$ cat config.mk
export PLATFORM = sky130hd
export DESIGN_NAME = shift_subtract_divider
export DESIGN_NICKNAME = d
export VERILOG_FILES = /design/src/hw/rtl/ssd_pkg.sv /design/src/hw/rtl/ssd_ctrl.sv /design/src/hw/rtl/ssd_dp.sv /design/src/hw/rtl/shift_subtract_divider.sv
export SDC_FILE = /design/constraint.sdc
export NUM_CORES = 1
export LEC_CHECK = 0
export BUFFER_PORTS_ARGS = -buffer_cell sky130_fd_sc_hd__clkbuf_2
export CORE_MARGIN = 8
export CORE_UTILIZATION = 40
export CTS_CLUSTER_DIAMETER = 120
export DETAILED_ROUTE_END_ITERATION = 7
export PLACE_DENSITY = 0.6
export SETUP_SLACK_MARGIN = 0.5
export SYNTH_ARGS = -nofsm -noshare
export SYNTH_HDL_FRONTEND = slang
export SYNTH_HIERARCHICAL = 1
export SYNTH_SLANG_ARGS = --single-unit
$ cat constraint.sdc
create_clock -name clk -period 5.6 [get_ports clk]
set_input_delay 1.68 -clock clk [delete_from_list [all_inputs] [get_ports clk]]
set_output_delay 1.68 -clock clk [all_outputs]
set_load 0.005 [all_outputs]
$ cat src/hw/rtl/ssd_pkg.sv
// ----------------------------------------------------------------------------
// ssd_pkg
// Shared types for the shift-subtract divider: controller states and the
// command word that the controller sends to the datapath.
// ----------------------------------------------------------------------------
package ssd_pkg;

  typedef enum logic [1:0] {
    ST_IDLE,
    ST_RUN,
    ST_FIX
  } ssd_state_t;

  // Commands from controller to datapath, at most one high per cycle
  typedef struct packed {
    logic load;  // capture operands, take magnitudes
    logic step;  // resolve one quotient bit
    logic fix;   // apply sign and error handling, update result registers
  } ssd_cmd_t;

endpackage

$ cat src/hw/rtl/ssd_ctrl.sv
// ----------------------------------------------------------------------------
// ssd_ctrl
// Controller: accepts a request, sequences one subtract step per quotient
// bit, then the fix-up step, and raises the result strobe.
// ----------------------------------------------------------------------------
module ssd_ctrl #(
  parameter int DATA_WIDTH = 16
) (
  input  logic            clk,
  input  logic            rst,
  input  logic            start,
  output logic            busy,
  output logic            done,
  output ssd_pkg::ssd_cmd_t cmd_out
);

  localparam int CNT_W = (DATA_WIDTH > 1) ? $clog2(DATA_WIDTH) : 1;
  localparam logic [CNT_W-1:0] LAST_STEP = CNT_W'(DATA_WIDTH - 1);

  ssd_pkg::ssd_state_t state;
  ssd_pkg::ssd_state_t state_next;
  logic [CNT_W-1:0]    cnt;
  logic [CNT_W-1:0]    cnt_next;

  always_ff @(posedge clk) begin
    if (rst) begin
      state <= ssd_pkg::ST_IDLE;
      cnt   <= '0;
      done  <= 1'b0;
    end else begin
      state <= state_next;
      cnt   <= cnt_next;
      done  <= cmd_out.fix;
    end
  end

  always_comb begin
    state_next   = state;
    cnt_next     = cnt;
    cmd_out.load = 1'b0;
    cmd_out.step = 1'b0;
    cmd_out.fix  = 1'b0;
    case (state)
      ssd_pkg::ST_IDLE: begin
        if (start) begin
          cmd_out.load = 1'b1;
          cnt_next     = '0;
          state_next   = ssd_pkg::ST_RUN;
        end
      end
      ssd_pkg::ST_RUN: begin
        cmd_out.step = 1'b1;
        if (cnt == LAST_STEP) begin
          state_next = ssd_pkg::ST_FIX;
        end else begin
          cnt_next = cnt + 1'b1;
        end
      end
      ssd_pkg::ST_FIX: begin
        cmd_out.fix = 1'b1;
        state_next  = ssd_pkg::ST_IDLE;
      end
      default: begin
        state_next = ssd_pkg::ST_IDLE;
      end
    endcase
  end

  assign busy = (state != ssd_pkg::ST_IDLE);

endmodule

$ cat src/hw/rtl/ssd_dp.sv
// ----------------------------------------------------------------------------
// ssd_dp
// Datapath: operand magnitudes, restoring shift-subtract array of one
// stage, sign fix-up and the result registers.
// ----------------------------------------------------------------------------
module ssd_dp #(
  parameter int DATA_WIDTH = 16
) (
  input  logic                  clk,
  input  ssd_pkg::ssd_cmd_t     cmd_in,
  input  logic                  cmd,
  input  logic [DATA_WIDTH-1:0] dividend,
  input  logic [DATA_WIDTH-1:0] divisor,
  output logic [DATA_WIDTH-1:0] quotient,
  output logic [DATA_WIDTH-1:0] remainder,
  output logic                  div_by_zero
);

  localparam int W = DATA_WIDTH;

  logic [W-1:0] rem;
  logic [W-1:0] quo;   // dividend bits shift out the top, quotient bits in below
  logic [W-1:0] dsr;
  logic         neg;
  logic         dbz;

  logic [W-1:0] mag_a;
  logic [W-1:0] mag_b;
  logic [W:0]   rem_sh;
  logic [W+1:0] diff;
  logic         fits;

  always_comb begin
    mag_a  = (cmd && dividend[W-1]) ? (~dividend + 1'b1) : dividend;
    mag_b  = (cmd && divisor[W-1])  ? (~divisor + 1'b1)  : divisor;
    rem_sh = {rem, quo[W-1]};
    diff   = {1'b0, rem_sh} - {2'b00, dsr};
    fits   = !diff[W+1];
  end

  always_ff @(posedge clk) begin
    if (cmd_in.load) begin
      rem <= '0;
      quo <= mag_a;
      dsr <= mag_b;
      neg <= cmd && (dividend[W-1] ^ divisor[W-1]);
      dbz <= (divisor == '0);
    end else if (cmd_in.step) begin
      rem <= fits ? diff[W-1:0] : rem_sh[W-1:0];
      quo <= {quo[W-2:0], fits};
    end
    // A zero divisor already leaves all ones in quo and the dividend magnitude in rem
    if (cmd_in.fix) begin
      quotient    <= (neg && !dbz) ? (~quo + 1'b1) : quo;
      remainder   <= rem;
      div_by_zero <= dbz;
    end
  end

endmodule

$ cat src/hw/rtl/shift_subtract_divider.sv
// ----------------------------------------------------------------------------
// shift_subtract_divider
// Restoring divider, unsigned or signed, with divide-by-zero flag.
// ----------------------------------------------------------------------------
// A request is taken on a rising edge with start high and busy low. done
// rises after the subtract steps and the sign fix-up, registered from the
// fix-up state, and marks quotient, remainder and div_by_zero for exactly
// one cycle; the word must be captured at the edge that ends that cycle,
// since the block cannot be held off. busy stays high after a request
// through DATA_WIDTH subtract steps and one sign fix-up and drops as done
// rises. The next request is taken at the earliest on the edge that ends
// the done cycle. The single subtract-compare stage resolves one quotient
// bit per cycle. In signed mode the quotient is negated when the operand
// signs differ and the divisor is nonzero, and the remainder is that of
// the magnitudes. A zero divisor gives an all-ones quotient, the dividend
// magnitude as remainder and div_by_zero high.
// ----------------------------------------------------------------------------
module shift_subtract_divider #(
  parameter int DATA_WIDTH = 16
) (
  input  logic                  clk,
  input  logic                  rst,
  input  logic                  start,
  output logic                  busy,
  input  logic                  cmd,
  input  logic [DATA_WIDTH-1:0] dividend,
  input  logic [DATA_WIDTH-1:0] divisor,
  output logic                  done,
  output logic [DATA_WIDTH-1:0] quotient,
  output logic [DATA_WIDTH-1:0] remainder,
  output logic                  div_by_zero
);

  ssd_pkg::ssd_cmd_t dp_cmd;

  ssd_ctrl #(
    .DATA_WIDTH (DATA_WIDTH)
  ) u_ctrl (
    .clk     (clk),
    .rst     (rst),
    .start   (start),
    .busy    (busy),
    .done    (done),
    .cmd_out (dp_cmd)
  );

  ssd_dp #(
    .DATA_WIDTH (DATA_WIDTH)
  ) u_dp (
    .clk         (clk),
    .cmd_in      (dp_cmd),
    .cmd         (cmd),
    .dividend    (dividend),
    .divisor     (divisor),
    .quotient    (quotient),
    .remainder   (remainder),
    .div_by_zero (div_by_zero)
  );

`ifndef ASSERT_OFF
  a_accept_busy: assert property (@(posedge clk) disable iff (rst)
    (start && !busy) |=> busy)
    else $error("accepted word did not raise busy");

  a_done_idle: assert property (@(posedge clk) disable iff (rst)
    done |-> !busy)
    else $error("result strobe while still busy");

  a_done_single: assert property (@(posedge clk) disable iff (rst)
    done |=> !done)
    else $error("result strobe longer than one cycle");

  a_dbz_ones: assert property (@(posedge clk) disable iff (rst)
    (done && div_by_zero) |-> (&quotient))
    else $error("divide by zero without all-ones quotient");
`endif

endmodule
==> results.tsv, run 1 <==
metric	value	unit
min Tclk post-route	2.94	ns
Reg2Reg Setup Slack	2.66	ns
DRC violation count after routing	0	
design area	5780	um2
chip height	128	um
Worst path max stage delay	0.41	ns
Finished Layout Cells	723	
Place WS	2.31	ns
asr flop ratio synth	0	
Synth warnings	6	
Die Width	128	um
gr ovfl total	0	
Post-CTS Setup Inserts	0	
Root Driver	clkbuf_16	
nets	607	
Die Area	16300	um2
worst rel slew slack	0.229	
Critical Path AT	3.13	ns
Critical Path End Type	flop	
Clk Latency, worst-skew pair	0.35	ns
slew of the pin with the lowest slew margin	1.16	ns
Post-Syn Instances	481	
Slew Viols, Final	0	
reg-to-reg startpoint	u_dp/quo[15]	
Hold Crit Class	reg -> reg	
initial core utilization	0.412	
final worst setup slack	2.66	ns
final hold violation count	0	
Longest Clk Path Bufs	2	
HP Start	u_ctrl/cnt[1]	
sequential area share after synthesis	0.497	
dpl hpwl	8040	um
CTS tree	built	
Mapped Avg Cell Area	10.3	um2
Synth top area share	0.405	
Post-synth top cells	edfxtp_1, nor2_1, a21oi_1	
worst reg2reg path endpoint	u_dp/rem[9]	
count leader, synth	edfxtp_1	
area growth from synthesis to layout	16.3	%
first-pass GRT wire length	17300	um
ant diodes	0	
fraction of layout cells with a size suffix above 1	0.184	
Main synth FF type	edfxtp_1	
Synth cell types	67	
vias in the first global route	3546	
hold slack	0.491	ns
core area	12100	um2
Crit Path Max Fanout	3	
post-DR wirelength/cell	14.6	um
post-route antenna net violation count	0	
Yosys top cell by area	edfxtp_1	
Startpoint Class	primary input	
EDFF count, synth	67	
setup_tns	0	ns
CTS Buf Count	9	
hold_buf cts	0	
cell count after placement	707	
Initial DRC Count	216	
RSZ-0062 raised after global routing	no	
Final Skew	0.00813	ns
detailed-router iteration count before antenna repair	4	
post-CTS sizing	0	
Synth Cell Area	4970	um2
clk sinks	90	
DR vias/cell	5.00	
Synth area leaders	edfxtp_1, dfxtp_1, ha_1, xnor2_1, xor2_1	
Crit Path Category	in -> reg	
hold path depth	2	
Hold Crit Endpoint	u_ctrl/cnt[1]	
FMAX	340	MHz
clock transition at the registers of the reported paths	0.06	ns
Crit-path slowest cell	or3_1	
Worst EP required	5.79	ns
Syn Nets	538	
Final period util	0.525	
FF-to-FF path depth	9	
Power Dens Cells	315	nW/um2
gr usage total	0.133	
area post-placement	5480	um2
# setup viols final	0	
max_cap viols	0	
num rows	40	
status	completed	
total wire length	10600	um
critical path cell sequence	clkbuf_2, or3_1, nor3_2, nor3b_2, nand2_1, o31ai_1, nand3_1, o21ai_1	
largest net degree at the start of global routing	64	
gpl congestion	0.865	
input/output buffers	70	
leak pwr	2.30	nW
maximum vdd drop	123	uV
H-tree depth	3	
FF+latch count, synth	90	
number of antenna violations at the first check in global routing	0	
via count	3614	
num ports	71	
critical path: cells and delay by family:
kind | cells | cell delay (ns)
compound gates | 2 | 0.34
buf+inv | 1 | 0.10
simple gates | 5 | 1.01
where the power goes:
part / total, mW / internal [mW] / switching (mW)
sequential: 0.829 / 0.779 / 0.0495
clock: 0.615 / 0.360 / 0.254
combinational: 0.380 / 0.166 / 0.215
total: 1.82 / 1.31 / 0.519
worst max path at each step:
stage                 startpoint      endpoint  slack (ns)  depth (start not counted)
CTS                 u_dp/quo[15]   u_dp/rem[9]        2.62                          9
floorplan                  start   u_dp/quo[0]        1.88                          5
finish               dividend[8]  u_dp/quo[15]        2.66                          8
detailed placement   dividend[8]  u_dp/quo[15]        2.31                          8
global route        u_dp/quo[15]   u_dp/rem[9]        2.37                          9
global placement     dividend[8]  u_dp/quo[13]        2.37                          8
cell families after synthesis:
group,count (synthesis),share of synthesized area
fa+ha+maj,21,0.0543
compound gates,111,0.144
mux,14,0.0284
xor+xnor,53,0.0933
simple gates,144,0.142
buf+inv,48,0.0408
flops,90,0.497
layout make-up:
type | instances | area (um2)
tap | 168 | 210
multi-input combinational | 343 | 2310
clock inverter | 5 | 62.6
clock buffer | 11 | 243
fill | 1162 | 6280
timing repair buffer | 71 | 358
sequential | 90 | 2470
inverter | 35 | 131
registers in the layout, summed over array words and instances (netlist names):
signal / count
u_dp/dsr: 16
u_dp/quo: 16
u_dp/quotient: 16
u_dp/rem: 16
u_dp/remainder: 16
u_ctrl/cnt: 4
u_ctrl/state: 2
u_ctrl/done: 1
u_dp/dbz: 1
u_dp/div_by_zero: 1
u_dp/neg: 1
metrics by stage:
stage                util  total power, mW
floorplan               -             1.13
global placement    0.454             1.22
detailed placement  0.454             1.22
CTS                 0.479             1.84
global route        0.479             1.93
finish              0.479             1.82
metal layers:
metal,wire (um),vias up,track usage
li1,-,1865,-
met4,139,0,0.0469
met1,5310,1657,0.181
met2,4420,81,0.194
met5,0,-,0
met3,698,11,0.0437
layout by cell type (no fill, tap or decap), types with 7 or more instances in the layout:
cell type  count
a211oi_1       9
nor3_1        13
nand2_1       27
a21oi_1       40
o21ai_1        7
inv_1         35
xor2_1        25
mux2i_1       13
dfxtp_1       23
clkbuf_2      70
xnor2_1       28
nor2_1        55
ha_1          20
clkbuf_16      9
edfxtp_1      67
o21ai_0       11
nand3_1       11
(Power assumes the default switching activity.)
==> run 2: changes to the inputs <==
==> constraint.sdc (replaced) <==
create_clock -name clk -period 2.92 [get_ports clk]
set_input_delay 0.876 -clock clk [delete_from_list [all_inputs] [get_ports clk]]
set_output_delay 0.876 -clock clk [all_outputs]
set_load 0.005 [all_outputs]
==> run 2 against run 1 <==
Effect of this change:
- highest routed layer unchanged
- routed wire length is 3.6% higher
- via count grew 2.9%
- sequential power increased by 92%
- clock power increased by 72%
- cell area is 2.0% higher
- global-route usage increased by 0.42 points
- count of clock-buffer cells in the layout up 1
- critical endpoint is now u_dp/rem[4]
- largest power group unchanged
- final cell count increased by 1.8%
- hold slack better by 0.0027 ns
==> results.tsv, run 2 (synthesis results as in run 1) <==
metric	value	unit	change
status	completed		
fraction of layout cells with a size suffix above 1	0.211		+0.0275
first-pass GRT wire length	18100	um	+4.7%
largest net degree at the start of global routing	64		unchanged
max_cap viols	0		unchanged
Final period util	0.835		
ant diodes	0		unchanged
hold_buf cts	0		unchanged
Power Dens Cells	589	nW/um2	+87%
gr usage total	0.138		+0.00420
Worst path max stage delay	0.38	ns	-0.03 ns
Reg2Reg Setup Slack	0.48	ns	-2.18 ns
CP startpoint	u_dp/quo[15]		
min Tclk post-route	2.44	ns	
crit path capture	u_dp/rem[4]		
num rows	40		unchanged
highest-count cells in the layout ignoring fill and taps	clkbuf_2, edfxtp_1, nor2_1		
leak pwr	2.36	nW	+2.7%
gr ovfl total	0		unchanged
Crit Path Category	reg -> reg		
Initial DRC Count	247		+14%
Root Driver	clkbuf_16		
clk sinks	90		unchanged
Worst EP required	3.14	ns	-2.65 ns
RSZ-0062 raised after global routing	yes		
Fill cells	1085		-6.6%
CP most frequent cell	buf_4		
Finished Core Util	0.489		+0.00944
post-DR wirelength/cell	14.9	um	+1.8%
Die Area	16300	um2	unchanged
CTS Buf Count	9		unchanged
area growth from synthesis to layout	18.6	%	
number of antenna violations at the first check in global routing	0		unchanged
vias in the first global route	3667		+3.4%
via count	3720		+2.9%
FF-to-FF path depth	15		+6
CTS tree	built		
maximum vdd drop	262	uV	+110%
total power	3.47	mW	+90%
Clk Latency, worst-skew pair	0.34	ns	about the same
dpl hpwl	8300	um	+3.2%
worst rel slew slack	0.471		+0.242
initial core utilization	0.412		unchanged
# setup viols final	0		unchanged
Longest Clk Path Bufs	2		unchanged
H-tree depth	3		unchanged
Startpoint Class	flop		
critical path cell sequence	inv_1, ha_2, inv_2, fa_2, a21oi_2, buf_4, buf_4, buf_4, buf_4, buf_4, buf_4, o21bai_1, xor2_1, mux2i_1, a211oi_2		
reg-to-reg startpoint	u_dp/quo[15]		
DR vias/cell	5.05		+1.1%
DRC violation count after routing	0		unchanged
nets	620		+2.1%
FMAX	410	MHz	
post-route antenna net violation count	0		unchanged
commonest non-fill, non-tap cell in the layout	clkbuf_2		
Die Width	128	um	unchanged
Crit Path Max Fanout	2		-1
clock transition at the registers of the reported paths	0.06	ns	about the same
Final Skew	0.00626	ns	-0.00188 ns
core area	12100	um2	unchanged
setup_tns	0	ns	unchanged
chip height	128	um	unchanged
gpl congestion	0.830		-4.0%
final hold violation count	0		unchanged
Critical Path AT	2.65	ns	-0.48 ns
slew of the pin with the lowest slew margin	0.793	ns	-0.363 ns
Critical Path End Type	flop		
worst reg2reg path endpoint	u_dp/rem[4]		
Slew Viols, Final	0		unchanged
detailed-router iteration count before antenna repair	4		unchanged
total wire length	11000	um	+3.6%
Crit-path slowest cell	edfxtp_1		
num ports	71		unchanged
Hold Crit Class	reg -> reg		
input/output buffers	70		unchanged
[run 2: changes by cell type in the layout (fill, tap and decap cells not counted), moves of 2 or more]
cell / delta
inv_2: +2
buf_12: +2
clkinv_2: +2
buf_4: +11
inv_1: -2
[run 2: area by class of cell]
cell class                 count  area [um2]  share of cell area
sequential                    90        2470               0.419
multi-input combinational    343        2330               0.395
timing repair buffer          84         480              0.0815
clock buffer                  12         246              0.0418
tap                          168         210              0.0356
inverter                      35         131              0.0223
clock inverter                 4        26.3             0.00446
[run 2: layer usage]
metal  routed length, um  share of wire  GRT usage
met2                4640           0.42      0.195
met4                 120          0.011     0.0483
met1                5500           0.50      0.195
met3                 705          0.064     0.0387
met5                   0              0          0
[run 2: per-stage QoR]
step | worst slack [ns] | instances | cell area [um2] | hold WS, ns
2_1_floorplan | 0.518 | 481 | 4980 | 0.441
3_3_place_gp | 0.361 | 710 | 5530 | 0.482
3_5_place_dp | 0.287 | 710 | 5530 | 0.482
4_1_cts | 0.510 | 733 | 5870 | 0.491
5_1_grt | 0.394 | 736 | 5900 | 0.524
6_report | 0.483 | 736 | 5900 | 0.493
[run 2: worst max-delay path, delay by kind of cell (launching register included)]
kind / cells / cell delay [ns]
buffers and inverters: 8 / 0.72
adder cells (fa/ha/maj): 2 / 0.54
flip-flops: 1 / 0.38
AO/OA/AOI/OAI: 3 / 0.35
multiplexers: 1 / 0.18
XOR/XNOR: 1 / 0.16
[run 2: power breakdown]
part | total, mW | leakage (nW) | switching (mW) | internal [mW]
clock | 1.06 | 0.133 | 0.455 | 0.600
sequential | 1.59 | 0.815 | 0.0923 | 1.49
combinational | 0.831 | 1.41 | 0.449 | 0.381
[run 2: what timing repair did]
item	4_1_cts	5_1_grt
pin swaps	5	4
setup buffers	7	3
setup endpoints to repair	12	14
gates resized for setup	3	3
[run 2: how the worst min path moves through the flow]
stage | startpoint | to | slack (ns) | cells past startpoint
finish | u_dp/rem[14] | u_dp/rem[14] | 0.49 | 2
global route | u_ctrl/cnt[1] | u_ctrl/cnt[1] | 0.52 | 2
CTS | u_dp/rem[14] | u_dp/rem[14] | 0.49 | 2
detailed placement | u_dp/rem[14] | u_dp/rem[14] | 0.48 | 2
global placement | u_dp/rem[14] | u_dp/rem[14] | 0.48 | 2
floorplan | u_dp/dbz | u_dp/div_by_zero | 0.44 | 0
==> run 3: changes to the inputs <==
--- a/config.mk
+++ b/config.mk
@@ -10,7 +10,7 @@
 export CORE_UTILIZATION = 40
 export CTS_CLUSTER_DIAMETER = 120
 export DETAILED_ROUTE_END_ITERATION = 7
-export PLACE_DENSITY = 0.6
+export PLACE_DENSITY = 0.62
 export SETUP_SLACK_MARGIN = 0.5
 export SYNTH_ARGS = -nofsm -noshare
 export SYNTH_HDL_FRONTEND = slang
==> constraint.sdc (replaced) <==
create_clock -name clk -period 2 [get_ports clk]
set_input_delay 0.6 -clock clk [delete_from_list [all_inputs] [get_ports clk]]
set_output_delay 0.6 -clock clk [all_outputs]
set_load 0.005 [all_outputs]
==> run 3 against run 2 <==
Effect of this change:
- the flow now finishes with violations (setup timing)
- sequential power grew 45%
- non-clock buffer count grew 86
- setup slack lost 0.75 ns
- hold slack lost 0.0028 ns
- largest power group unchanged
- combinational power grew 120%
- fmax grew 7.3%
==> results.tsv, run 3 (synthesis results as in run 1) <==
metric	value	unit	change
Hold Crit Class	reg -> reg		
Finished Layout Cells	822		+12%
gr usage total	0.158		+0.0204
via count	4206		+13%
Gate power share	0.302		+0.063
vias in the first global route	4145		+13%
ant diodes	0		unchanged
RSZ-0062 raised after global routing	yes		
clk sinks	90		unchanged
number of antenna violations at the first check in global routing	0		unchanged
clock transition at the registers of the reported paths	0.07	ns	about the same
nets	706		+14%
failing checks	setup timing		
Critical Path AT	2.54	ns	-0.11 ns
Slew Viols, Final	0		unchanged
reg-to-reg startpoint	u_dp/quo[15]		
num ports	71		unchanged
Int Pwr	4.20	mW	+70%
Critical Path End Type	flop		
maximum vdd drop	367	uV	+40%
area growth from synthesis to layout	50.6	%	
final worst setup slack	-0.271	ns	-0.755 ns
highest-count cells in the layout ignoring fill and taps	buf_4, edfxtp_1, clkbuf_2		
fraction of layout cells with a size suffix above 1	0.465		+0.254
num rows	40		unchanged
gpl congestion	0.880		+6.0%
FMAX	440	MHz	+7.3%
max_cap viols	0		unchanged
CP startpoint	u_dp/quo[15]		
DRC violation count after routing	0		unchanged
hold slack	0.490	ns	-0.00277 ns
gr ovfl total	0		unchanged
post-DR wirelength/cell	16.2	um	+8.6%
largest net degree at the start of global routing	35		-45%
chip height	128	um	unchanged
DR vias/cell	5.12		+1.2%
worst rel slew slack	0.624		+0.153
Die Width	128	um	unchanged
Die Area	16300	um2	unchanged
H-tree depth	3		unchanged
Clk Latency, worst-skew pair	0.34	ns	about the same
# setup viols final	16		+16
Reg power frac	0.389		-0.068
leak pwr	3.03	nW	+28%
commonest non-fill, non-tap cell in the layout	buf_4		
CTS Buf Count	9		unchanged
first-pass GRT wire length	20600	um	+14%
post-route antenna net violation count	0		unchanged
initial core utilization	0.412		unchanged
Clk network pwr share	0.309		+0.005
cell count after placement	770		+8.5%
total power	5.94	mW	+71%
Crit Path Category	reg -> reg		
Worst EP required	2.27	ns	-0.87 ns
Startpoint Class	flop		
Initial DRC Count	294		+19%
Longest Clk Path Bufs	2		unchanged
Finished Core Util	0.621		+0.132
area post-placement	6240	um2	+13%
min Tclk post-route	2.27	ns	-0.165 ns
Power Dens Cells	793	nW/um2	+35%
final hold violation count	0		unchanged
dpl hpwl	9320	um	+12%
P_sw	1.74	mW	+74%
sw frac	0.293		+0.00571
input/output buffers	70		unchanged
design area	7490	um2	+27%
CTS tree	built		
Final period util	1.14		+0.301
Crit Path Max Fanout	3		+1
core area	12100	um2	unchanged
status	finished, violations left		
Final Skew	0.00840	ns	+0.00214 ns
HP Start	u_dp/dbz		
detailed-router iteration count before antenna repair	4		unchanged
total wire length	13300	um	+21%
slew of the pin with the lowest slew margin	0.557	ns	-0.236 ns
hold_buf cts	0		unchanged
Root Driver	clkbuf_16		
## run 3: cell type report
class,instances,area [um2]
Clock buffer,9,225
Clock inverter,7,98.8
Tap cell,168,210
Timing Repair Buffer,170,1280
Inverter,35,170
Multi-Input combinational cell,343,3030
Fill cell,967,4570
Sequential cell,90,2480
## run 3: power by group through the flow
stage	clock network (mW)	logic, mW	registers (mW)
6_report	1.84	1.79	2.31
5_1_grt	1.93	1.95	2.32
4_1_cts	1.88	1.63	2.30
3_5_place_dp	0	1.48	2.34
3_3_place_gp	0	1.46	2.33
2_1_floorplan	0	0.941	2.32
## run 3: metal layers
layer | track usage | up-vias | wire (um)
met5 | 0 | - | 0
met4 | 0.0553 | 0 | 260
met3 | 0.0379 | 22 | 816
met2 | 0.242 | 112 | 6140
met1 | 0.213 | 1997 | 6090
li1 | - | 2075 | -
## run 3: metrics by stage
| stage | worst slack, ns | setup TNS (ns) |
|---|---|---|
| finish | -0.271 | -2.09 |
| CTS | -0.295 | -2.44 |
| floorplan | -0.251 | -0.593 |
| global route | -0.400 | -4.60 |
| detailed placement | -0.361 | -2.99 |
| global placement | -0.293 | -2.48 |
## run 3: critical path, stage by stage, from the launching register on
cell and delay [ns]:
edfxtp_1 0.40, inv_2 0.09, ha_4 0.13, inv_2 0.03, fa_2 0.34, a21oi_2 0.16, o2111ai_2 0.14, a311o_1 0.36
a31oi_1 0.19, xnor2_1 0.13, mux2i_1 0.09, o21ai_1 0.12
## run 3: worst paths after layout
check | endpoint | slack, ns | cells past startpoint
setup / recovery | u_dp/rem[12] | -0.27 | 11
hold / removal | u_dp/div_by_zero | 0.49 | 0
setup reg to reg | u_dp/rem[12] | -0.27 | 11
hold reg to reg | u_dp/div_by_zero | 0.49 | 0
## run 3: repair_timing
action                                  CTS  global route
endpoints found under the setup margin   62            73
gates cloned                              1             0
gates resized for setup                  70            73
setup buffers                            22            13
pin swaps                                44            35
